### src/sv/uv_sphere_vertex_generator_top_macros.svh
// Assertion macros for the UV sphere vertex generator.
// Used by uv_sphere_vertex_generator_top; expects clk_i and rst_ni in scope.
`ifndef UV_SPHERE_VERTEX_GENERATOR_TOP_MACROS_SVH
`define UV_SPHERE_VERTEX_GENERATOR_TOP_MACROS_SVH

// Same-cycle implication.
`define UVSG_ASSERT_NOW(lbl, ante, cons, msg) \
  lbl: assert property (@(posedge clk_i) disable iff (!rst_ni) (ante) |-> (cons)) \
    else $error(msg);

// Next-cycle implication.
`define UVSG_ASSERT_NEXT(lbl, ante, cons, msg) \
  lbl: assert property (@(posedge clk_i) disable iff (!rst_ni) (ante) |=> (cons)) \
    else $error(msg);

`endif

### src/sv/uvsg_pkg.sv
// Shared types and constants for the UV sphere vertex generator.
// No dependencies.
package uvsg_pkg;

  localparam int unsigned COORD_BITS = 16;
  localparam int unsigned LON_BITS   = 17;
  localparam int unsigned PHASE_BITS = 17;
  localparam int unsigned TEX_BITS   = 17;
  localparam int unsigned QUO_BITS   = 18;
  localparam int unsigned REM_BITS   = 26;
  localparam int unsigned CNT_BITS   = 9;
  localparam int unsigned NUM_LANES  = 3;

  localparam int unsigned LANE_LON  = 0;
  localparam int unsigned LANE_TEXU = 1;
  localparam int unsigned LANE_LAT  = 2;

  localparam logic [1:0] REG_SLICE = 2'd0;
  localparam logic [1:0] REG_STACK = 2'd1;
  localparam logic [1:0] REG_COLOR = 2'd2;

  typedef struct packed {
    logic [REM_BITS-1:0] rem;
    logic [CNT_BITS-1:0] den;
    logic [QUO_BITS-1:0] quo;
  } div_lane_t;

  typedef struct packed {
    logic valid;
    logic err;
    logic last;
  } side_t;

  typedef struct packed {
    side_t               side;
    logic [TEX_BITS-1:0] tex_u;
    logic [TEX_BITS-1:0] tex_v;
  } tail_t;

endpackage

### src/sv/uvsg_sine.sv
// Four-stage fixed-point sine of a 17-bit phase, Q14 result.
// Depends on uvsg_pkg.
module uvsg_sine (
  input  logic                              clk_i,
  input  logic                              en_i,
  input  logic [uvsg_pkg::PHASE_BITS-1:0]   phase_i,
  output logic signed [15:0]                sin_o
);
  import uvsg_pkg::*;

  logic [15:0] x_in;
  logic [31:0] xx, m2, m3, m4;
  logic [15:0] s4;

  logic [1:0]  q1_q, q2_q, q3_q;
  logic [15:0] x1_q, x2_q, x3_q;
  logic [15:0] xsq1_q, xsq2_q;
  logic [14:0] t1_q;
  logic [15:0] t2_q;
  logic signed [15:0] sin_q;

  always_comb begin
    x_in = phase_i[15] ? 16'(17'd32768 - {2'b0, phase_i[14:0]})
                       : {1'b0, phase_i[14:0]};
    xx   = 32'(x_in) * 32'(x_in);
    m2   = (32'd2320 * 32'(xsq1_q)) >> 15;
    m3   = (32'(t1_q) * 32'(xsq2_q)) >> 15;
    m4   = (32'(x3_q) * 32'(t2_q) + 32'd32768) >> 16;
    s4   = m4[15:0];
  end

  always_ff @(posedge clk_i) begin
    if (en_i) begin
      q1_q   <= phase_i[16:15];
      x1_q   <= x_in;
      xsq1_q <= xx[30:15];
      q2_q   <= q1_q;
      x2_q   <= x1_q;
      xsq2_q <= xsq1_q;
      t1_q   <= 15'(32'd21024 - m2);
      q3_q   <= q2_q;
      x3_q   <= x2_q;
      t2_q   <= 16'(32'd51472 - m3);
      sin_q  <= q3_q[1] ? -$signed(s4) : $signed(s4);
    end
  end

  assign sin_o = sin_q;

endmodule

### config.mk
export PLATFORM = sky130hd
export DESIGN_NAME = uvsg_sine
export DESIGN_NICKNAME = d
export VERILOG_FILES = /design/src/sv/uv_sphere_vertex_generator_top_macros.svh /design/src/sv/uvsg_pkg.sv /design/src/sv/uvsg_sine.sv
export SDC_FILE = /design/constraint.sdc
export NUM_CORES = 2
export LEC_CHECK = 0
export BUFFER_PORTS_ARGS = -buffer_cell sky130_fd_sc_hd__buf_4
export CORE_ASPECT_RATIO = 0.75
export CORE_MARGIN = 3
export CORE_UTILIZATION = 65
export DETAILED_ROUTE_END_ITERATION = 10
export PLACE_DENSITY = 0.91
export SLEW_MARGIN = 20
export SYNTH_ARGS = -nofsm -noshare
export SYNTH_HDL_FRONTEND = slang
export SYNTH_SLANG_ARGS = --single-unit
export TNS_END_PERCENT = 10
### constraint.sdc
create_clock -name clk_i -period 10.34 [get_ports clk_i]
set_input_delay 1.551 -clock clk_i [delete_from_list [all_inputs] [get_ports clk_i]]
set_output_delay 1.551 -clock clk_i [all_outputs]
set_load 0.005 [all_outputs]
==> reports/metrics.cfg <==
[floorplan]
initial_utilization_pct = 66.5
floorplan.die.width_um = 250
die-area_um2 = 47400
io-pin-count = 35
fp.dieH_um = 189
rows = 66
placeable_area_um2 = 43800

[sta]
period_share_pct = 93.2
final-max-slew-violation-count = 0
fmax_mhz = 104
timing.clock.skew_ns = 0.0141
max_slew.worst_pin.slew_ns = 1.08
rsz0062_at_grt = no
slew_headroom_pct = 28.3
report.final.setup_viol = 0
period_needed_ns = 9.63
setup-tns-final_ns = 0
timing_hold_violations_final = 0

[drt]
postRouteAntennaNets = 0
wl_per_cell_um = 19.2
routed_wirelength_mm = 70.2
dr_total_vias = 21500
vias_per_cell = 5.89
firstDrtPassIters = 7
drt_first_iter_violations = 2131
detail_route.drc_violations = 0

[global_route]
grt_pass1_wl_mm = 117
grt_start_max_net_pins = 80
grt_pass1_vias = 23900
antenna_found_initial = 1
grt.overflow.total = 0
grtUsageTotal_pct = 31.0

[logic_synthesis]
register_bit_count_reported_by_yosys = 130
mean_instance_size_in_the_synthesized_netlist_um2 = 9.47
synthArstFlopShare_pct = 0
netlist-cell-type-count = 78
count_of_flip_flops_with_a_built_in_enable_after_synthesis = 130
synth_top_flop_cell = sky130_fd_sc_hd__edfxtp_1
syn_area_um2 = 29100
netlist_instances = 3075
synth-seq-area-share_pct = 13.4
synth.yosys.warnings = 0

[clock_tree]
clock_sink_count = 130
clock_tree_from_tritoncts = built
cts_inserted_buffers = 17
cts_hold_buf = 0
clk-insertion-delay-late_ns = 0.46
clk_pin_slew_ns = 0.07
cts_root_buffer = sky130_fd_sc_hd__clkbuf_16
cts_post_setup_buffers_inserted = 0
deepest_clock_path_buffer_count = 2
post_cts_resize_count = 0
cts-htree-levels = 4

[setup_path]
timing.critical_path.fanout_max = 12
required_ns = 10.55
cp-start-kind = input pin
critPathTopFamily = adder cells
slowest_stage = sky130_fd_sc_hd__a311oi_1
most_frequent_cell_on_critical_path = sky130_fd_sc_hd__fa_1
setup.worst_path.end_class = flop
max_stage_delay_ns = 0.57
cp_data_arrival_time_ns = 9.84
worst_setup_path_category = in -> reg
cp.buffers_inverters = 7

[place]
gp_congestion = 0.943
dp_hpwl_mm = 54.6
place.port_buffers = 34

[cells_and_area]
nNetsFinal = 3977
mostFrequentLayoutCell = sky130_fd_sc_hd__inv_1
syn_to_final_growth_pct = 4.72
final_core_utilization_pct = 69.6
leading_cell_types_in_the_layout_fill_and_taps_excluded = sky130_fd_sc_hd__inv_1 (736), sky130_fd_sc_hd__fa_1 (542), sky130_fd_sc_hd__nand2_1 (384)
multi_input_comb_area_um2 = 22100
final_layout_size_suffix_gt1_share_pct = 3.48
seq_area_um2 = 3900
n_fill_cell = 2978

[status]
status = completed

[run]
drv.max_cap_violation_count = 0

[min_path]
min_path_type = reg -> reg

==> stage by stage <==
stage / hold slack (ns) / cell area, um2 / setup WS (ns) / cells
3_5_place_dp: 0.405 / 29900 / 0.231 / 3621
2_1_floorplan: 0.400 / 29100 / 0.735 / 3084
5_1_grt: 0.423 / 30500 / 0.139 / 3653
4_1_cts: 0.409 / 30500 / 0.727 / 3653
3_3_place_gp: 0.401 / 29900 / 0.658 / 3621
6_report: 0.410 / 30500 / 0.707 / 3654
==> cell type report <==
class	count	area share, %
repair buffers	51	1.26
flip-flops and latches	130	12.8
clock buffers	17	1.40
inverters	739	9.10
diodes	1	0.00821
multi-input cells	2123	72.5
clock inverters	15	0.513
well taps	578	2.37
==> worst reg2reg max path, delay by kind of cell (launching register included) <==
family	cells	cell delay (ns)
adder cells (fa/ha/maj)	7	3.59
AO/OA/AOI/OAI	5	1.51
AND/OR/NAND/NOR	6	1.50
flip-flops	1	0.92
buffers and inverters	3	0.15
XOR/XNOR	1	0.09
==> cells by family after synthesis <==
logic type               after synthesis  synth area share (%)
adder cells (fa/ha/maj)              896                  52.5
AND/OR/NAND/NOR                      869                  14.6
buffers and inverters                831                  10.7
multiplexers                           2                0.0731
flip-flops                           130                  13.4
other                                  2                0.0258
XOR/XNOR                             112                  3.37
AO/OA/AOI/OAI                        233                  5.25
==> routing by layer <==
metal / vias up / track usage [%] / routed length (um)
li1: 9364 / - / -
met1: 10700 / 38.6 / 25900
met2: 1234 / 52.8 / 34100
met3: 249 / 7.50 / 7600
met4: 0 / 12.2 / 2560
met5: - / 0 / 0
==> synthesized netlist by cell type, types with 6 or more instances <==
library cell | count | share of area (%)
sky130_fd_sc_hd__nand4_1 | 15 | 0.32
sky130_fd_sc_hd__fa_1 | 542 | 37
sky130_fd_sc_hd__clkbuf_1 | 89 | 1.1
sky130_fd_sc_hd__or2_2 | 7 | 0.15
sky130_fd_sc_hd__a21o_1 | 23 | 0.59
sky130_fd_sc_hd__and3_1 | 12 | 0.26
sky130_fd_sc_hd__nor3_1 | 21 | 0.36
sky130_fd_sc_hd__nand3_1 | 25 | 0.43
sky130_fd_sc_hd__edfxtp_1 | 130 | 13
sky130_fd_sc_hd__o21a_1 | 10 | 0.26
sky130_fd_sc_hd__a31oi_1 | 18 | 0.39
sky130_fd_sc_hd__nor2b_1 | 8 | 0.17
sky130_fd_sc_hd__nor2_1 | 94 | 1.2
sky130_fd_sc_hd__xor2_1 | 31 | 0.93
sky130_fd_sc_hd__nand2b_1 | 8 | 0.17
sky130_fd_sc_hd__o211ai_1 | 6 | 0.15
sky130_fd_sc_hd__o21ai_0 | 45 | 0.77
sky130_fd_sc_hd__ha_1 | 354 | 15
sky130_fd_sc_hd__or3_1 | 7 | 0.15
sky130_fd_sc_hd__o31ai_1 | 9 | 0.23
sky130_fd_sc_hd__a21oi_1 | 62 | 1.1
sky130_fd_sc_hd__xnor2_1 | 81 | 2.4
sky130_fd_sc_hd__and2_1 | 261 | 5.6
sky130_fd_sc_hd__a211oi_1 | 13 | 0.34
sky130_fd_sc_hd__nand2_1 | 384 | 5.0
sky130_fd_sc_hd__inv_1 | 736 | 9.5
==> final timing paths <==
path	startpoint	endpoint	slack [ns]	cells after the start
worst min register to register	x2_q[4]	x3_q[4]	0.41	0
worst max register to register	x3_q[5]	sin_o[15]	2.30	22
worst max-delay path	phase_i[0]	xsq1_q[15]	0.71	33
worst min-delay path	x2_q[4]	x3_q[4]	0.41	0
==> flip-flops by register name, summed over array words and instances, names as in the netlist <==
signal,count
xsq1_q,16
q2_q,1
xsq2_q,16
q1_q,1
x1_q,16
t1_q,15
q3_q,1
t2_q,16
x3_q,16
x2_q,16
sin_o,16
Power is left out: the tool's default activity adds up to more than one toggle a clock period on the data nets, which glitch-free logic cannot reach.
