<file path="src/sv/uv_sphere_vertex_generator_top_macros.svh">
// Assertion macros for the UV sphere vertex generator.
// Used by uv_sphere_vertex_generator_top; expects clk_i and rst_ni in scope.
`ifndef UV_SPHERE_VERTEX_GENERATOR_TOP_MACROS_SVH
`define UV_SPHERE_VERTEX_GENERATOR_TOP_MACROS_SVH

// Same-cycle implication.
`define UVSG_ASSERT_NOW(lbl, ante, cons, msg) \
  lbl: assert property (@(posedge clk_i) disable iff (!rst_ni) (ante) |-> (cons)) \
    else $error(msg);

// Next-cycle implication.
`define UVSG_ASSERT_NEXT(lbl, ante, cons, msg) \
  lbl: assert property (@(posedge clk_i) disable iff (!rst_ni) (ante) |=> (cons)) \
    else $error(msg);

`endif

</file>
<file path="src/sv/uvsg_pkg.sv">
// Shared types and constants for the UV sphere vertex generator.
// No dependencies.
package uvsg_pkg;

  localparam int unsigned COORD_BITS = 16;
  localparam int unsigned LON_BITS   = 17;
  localparam int unsigned PHASE_BITS = 17;
  localparam int unsigned TEX_BITS   = 17;
  localparam int unsigned QUO_BITS   = 18;
  localparam int unsigned REM_BITS   = 26;
  localparam int unsigned CNT_BITS   = 9;
  localparam int unsigned NUM_LANES  = 3;

  localparam int unsigned LANE_LON  = 0;
  localparam int unsigned LANE_TEXU = 1;
  localparam int unsigned LANE_LAT  = 2;

  localparam logic [1:0] REG_SLICE = 2'd0;
  localparam logic [1:0] REG_STACK = 2'd1;
  localparam logic [1:0] REG_COLOR = 2'd2;

  typedef struct packed {
    logic [REM_BITS-1:0] rem;
    logic [CNT_BITS-1:0] den;
    logic [QUO_BITS-1:0] quo;
  } div_lane_t;

  typedef struct packed {
    logic valid;
    logic err;
    logic last;
  } side_t;

  typedef struct packed {
    side_t               side;
    logic [TEX_BITS-1:0] tex_u;
    logic [TEX_BITS-1:0] tex_v;
  } tail_t;

endpackage

</file>
<file path="src/sv/uvsg_div_cell.sv">
// One quotient bit of the restoring divider chain, for all three divide lanes.
// Depends on uvsg_pkg.
module uvsg_div_cell #(
  parameter int unsigned STEP = 0
) (
  input  logic                                       clk_i,
  input  logic                                       rst_ni,
  input  logic                                       en_i,
  input  uvsg_pkg::side_t                            side_i,
  input  uvsg_pkg::div_lane_t [uvsg_pkg::NUM_LANES-1:0] lane_i,
  output uvsg_pkg::side_t                            side_o,
  output uvsg_pkg::div_lane_t [uvsg_pkg::NUM_LANES-1:0] lane_o
);
  import uvsg_pkg::*;

  side_t                       side_q;
  div_lane_t [NUM_LANES-1:0]   lane_d, lane_q;
  logic [REM_BITS:0]           diff [NUM_LANES];

  always_comb begin
    for (int i = 0; i < NUM_LANES; i++) begin
      lane_d[i] = lane_i[i];
      diff[i] = {1'b0, lane_i[i].rem} - {1'b0, (REM_BITS'(lane_i[i].den) << STEP)};
      if (!diff[i][REM_BITS]) begin
        lane_d[i].rem       = diff[i][REM_BITS-1:0];
        lane_d[i].quo[STEP] = 1'b1;
      end
    end
  end

  always_ff @(posedge clk_i or negedge rst_ni) begin
    if (!rst_ni) begin
      side_q <= '0;
    end else if (en_i) begin
      side_q <= side_i;
    end
  end

  always_ff @(posedge clk_i) begin
    if (en_i) begin
      lane_q <= lane_d;
    end
  end

  assign side_o = side_q;
  assign lane_o = lane_q;

endmodule

</file>
<file path="config.mk">
export PLATFORM = sky130hd
export DESIGN_NAME = uvsg_div_cell
export DESIGN_NICKNAME = d
export VERILOG_FILES = /design/src/sv/uv_sphere_vertex_generator_top_macros.svh /design/src/sv/uvsg_pkg.sv /design/src/sv/uvsg_div_cell.sv
export SDC_FILE = /design/constraint.sdc
export NUM_CORES = 1
export LEC_CHECK = 0
export CAP_MARGIN = 20
export CELL_PAD_IN_SITES_DETAIL_PLACEMENT = 0
export CELL_PAD_IN_SITES_GLOBAL_PLACEMENT = 1
export CORE_ASPECT_RATIO = 2
export CORE_MARGIN = 4
export CORE_UTILIZATION = 44
export CTS_CLUSTER_SIZE = 12
export DETAILED_ROUTE_END_ITERATION = 6
export DONT_BUFFER_PORTS = 1
export GPL_TIMING_DRIVEN = 0
export PLACE_DENSITY_LB_ADDON = 0.1
export SETUP_SLACK_MARGIN = 0.5
export SLEW_MARGIN = 20
export SYNTH_ARGS = -nofsm -noshare
export SYNTH_HDL_FRONTEND = slang
export SYNTH_SLANG_ARGS = --single-unit
export TNS_END_PERCENT = 5
</file>
<file path="constraint.sdc">
create_clock -name clk_i -period 0.8 [get_ports clk_i]
set_clock_uncertainty 0.1 [all_clocks]
set_input_delay 0.08 -clock clk_i [delete_from_list [all_inputs] [get_ports clk_i]]
set_output_delay 0.08 -clock clk_i [all_outputs]
set_load 0.01 [all_outputs]
</file>
==> impl_results.md <==
* Startpoint of the lowest-slack hold path: lane_i[128]
* Post-Layout Inst Area at 9076 sq um
* Endpoints failing setup at 246
* Post-synth top flop: edfxtp_1
* Mean instance size in the synthesized netlist at 13.53 sq um
* Register-to-register setup slack at -0.10 ns
* Final weighted congestion of routability-driven global placement at 0.7882
* Slowest stage cell on the critical path: a2111oi_4
* Post-Syn Area at 7537 sq um
* Type of destination of the critical path: register
* Post-Place Cell Area at 7863 sq um
* Number of max-capacitance violations reported at 0
* Top-count cell post-synth: edfxtp_1
* Critical Setup Path Class: input port to register
* Ratio of cells with drive above 1 in the final layout at 0.2439
* Required time of the critical path at 0.87 ns
* Chain of cells forming the critical path: clkinv_16 > ha_4 > inv_2 > fa_2 > a21o_1 > a221oi_2 > o21ai_2 > a2111oi_4 > buf_6 > mux2_4
* Clock tree from TritonCTS: built
* Row count at 67
* Via count of the first global-routing pass at 4989
* Post-place setup slack at -2.109 ns
* Class of the most critical hold timing path: input port to register
* Max Fanout on Critical Path at 6
* Count of vias placed by the detailed router at 4696
* Async set-or-reset flop fraction in the synthesized netlist at 0.01852
* Top cells by area in the synthesized netlist: edfxtp_1 (63%), xnor2_1 (5.2%), ha_1 (4.5%)
* Final-layout worst hold slack at -0.3567 ns
* Clock insertion delay at the later pin of the skew report at 0.42 ns
* Chip Height at 193.1 um
* Number of nets in the finished design at 801
* I/O pin total at 327
* Clock tree buffer depth at 2
* Highest attainable clock frequency at 486.5 MHz
* Largest net degree at the start of global routing at 163
* Iteration count of the initial detailed-routing pass at 4
* Worst slew margin relative to its limit at 0.4946
* Clock Root Buffer: clkbuf_16
* Post-layout worst setup margin at -1.255 ns
* Crit Reg-Reg Startpoint: side_o[1]
* Number of synthesized register bits at 162
* Top post-synthesis cells by count: edfxtp_1 (159), xnor2_1 (45), nor2_1 (40)
* Wire length after detailed routing at 19590 um
* Endpoint with the worst hold slack: lane_o[128]
* Count of antenna-violating nets left after detailed routing at 0
* Post-CTS clock slew at the launch and capture registers of the worst setup and hold paths at 0.07 ns
* Initial antenna violation count at 1
* Wire length of the first global-routing pass at 28150 um
* Die span in x at 100.5 um
* Initial Utilization at 0.4496
* Pwr dens at 2304 nW/um^2
* Post-DR vias/cell at 5.678
* Post-synth EDFFs at 159
* Gr ovfl total at 0
* Post-layout power at 20.91 mW
* Leakage power at 3.241 nW
* CTS sink cnt at 162
* Cell count of the worst hold path at 0
* Total die area at 19410 sq um
* Buffers on Ports at 0
* Overall Global Routing Usage at 0.1963
* Max IR drop VDD at 0.001260 V
* Inserted Clock Buffers at 17
* Post-synthesis to final-layout area growth at 20.42%
* Number of buffers inserted for hold repair after clock tree synthesis at 1
* Tightest Pin Transition at 0.7511 ns
* Hold Violations, Final at 323
* Critical path arrival at 2.13 ns
* Count of different cell masters after synthesis at 53
* Leading area contributor after synthesis: edfxtp_1
* H-tree Lvls at 4
* # DRC at 0
* Iter 0 DRT Violations at 183
* CP startpoint kind: input port
* Longest individual stage delay on the worst path at 0.42 ns
* Worst r2r dst: side_o[1]
* Worst reg-to-reg path cell count at 1
* Synthesized net count at 752
* Register area share after synthesis at 0.6434
* Part of the cycle the worst path needs at 2.569
* Setup repair after global routing missed its margin: yes
* Share of the synthesized area in the top cell type at 0.6335
* Synth Warn # at 0
* Time the worst path needs with I/O delays and setup at 2.055 ns
* Status: complete, but fails checks
* Area of the placeable core at 16770 sq um
* Gate Count Post-Synth at 557
* Detail-routed net length per standard cell at 23.69 um
* Violations in the final reports: negative hold slack, negative setup slack
* Number of pins exceeding their max-slew limit in the final report at 0
* Half-perimeter wire length of the detailed placement result at 14850 um
[routing by layer]
metal / global-route usage / up-vias / routed length [um]
li1: - / 2170 / -
met1: 0.1729 / 2267 / 5868
met2: 0.3653 / 230 / 11080
met3: 0.1023 / 29 / 2127
met4: 0.07836 / 0 / 516
met5: 0 / - / 0
[worst max-delay path by stage]
stage / to / slack (ns) / startpoint / cells past startpoint
3_3_place_gp: lane_o[49] / -2.13 / lane_i[27] / 10
3_5_place_dp: lane_o[49] / -2.11 / lane_i[27] / 10
5_1_grt: lane_o[48] / -1.31 / lane_i[27] / 11
6_report: lane_o[28] / -1.26 / lane_i[27] / 10
4_1_cts: lane_o[50] / -1.28 / lane_i[27] / 11
2_1_floorplan: lane_o[28] / -1.77 / lane_i[27] / 10
[sequential cells by signal, summed over array words and instances (netlist names)]
signal and count:
lane_o 159, side_o 3
[through the flow]
step	TNS, ns	util	std cells
2_1_floorplan	-118.33	-	557
3_3_place_gp	-147.28	0.4690	764
6_report	-122.32	0.5413	827
3_5_place_dp	-148.25	0.4690	764
4_1_cts	-127.72	0.5330	822
5_1_grt	-133.47	0.5413	827
[report_power, final]
group / internal (mW) / switching, mW / leakage (nW)
combinational: 0.946 / 0.928 / 1.37
sequential: 10.3 / 0.809 / 1.59
clock: 4.37 / 3.52 / 0.283
total: 15.7 / 5.26 / 3.24
[layout by cell type (no fill, tap or decap), drive strengths merged, types with 3 or more instances in the layout]
cell and instances:
nand3b 4, nor2b 3, nand4b 4, or2 6
ha 27, clkbuf 23, mux2 12, nand4 6
xor2 24, o21a 4, fa 3, nand2 34
a21oi 30, nor4b 5, clkinv 7, or3 3
o211ai 3, a21o 7, nand2b 6, nor3b 3
edfxtp 159, o21ai 15, inv 37, nand3 15
nor3 15, and3 3, nor2 40, buf 33
or4 4, a211oi 5, xnor2 45, nor4 12
dfrtp 3
[cell families after synthesis]
kind of cell / synth area share
AND/OR/NAND/NOR: 0.1165
flip-flops: 0.6434
AO/OA/AOI/OAI: 0.06607
XOR/XNOR: 0.08018
buffers and inverters: 0.02175
adder cells (fa/ha/maj): 0.05279
multiplexers: 0.01926
[area by class of cell]
class | instances | area (sq um)
Antenna cell | 1 | 2.502
Sequential cell | 162 | 4850
Buffer | 10 | 96.34
Fill cell | 1446 | 7690
Clock buffer | 17 | 425.4
Timing Repair Buffer | 30 | 266.5
Inverter | 31 | 167.7
Multi-Input combinational cell | 354 | 2864
Tap cell | 207 | 259.0
Clock inverter | 15 | 145.1
[timing repair]
item	4_1_cts	5_1_grt
setup endpoints to repair	246	246
setup buffers	24	4
gates resized for setup	80	23
gates cloned	1	0
pin swaps	32	21
endpoints found under the hold margin	323	323
[critical path: cells and delay by family]
family,cells,cell delay [ns]
fa+ha+maj,2,0.46
mux,1,0.30
buf+inv,3,0.27
compound gates,4,1.01
Power figures use the tool's default switching activity.
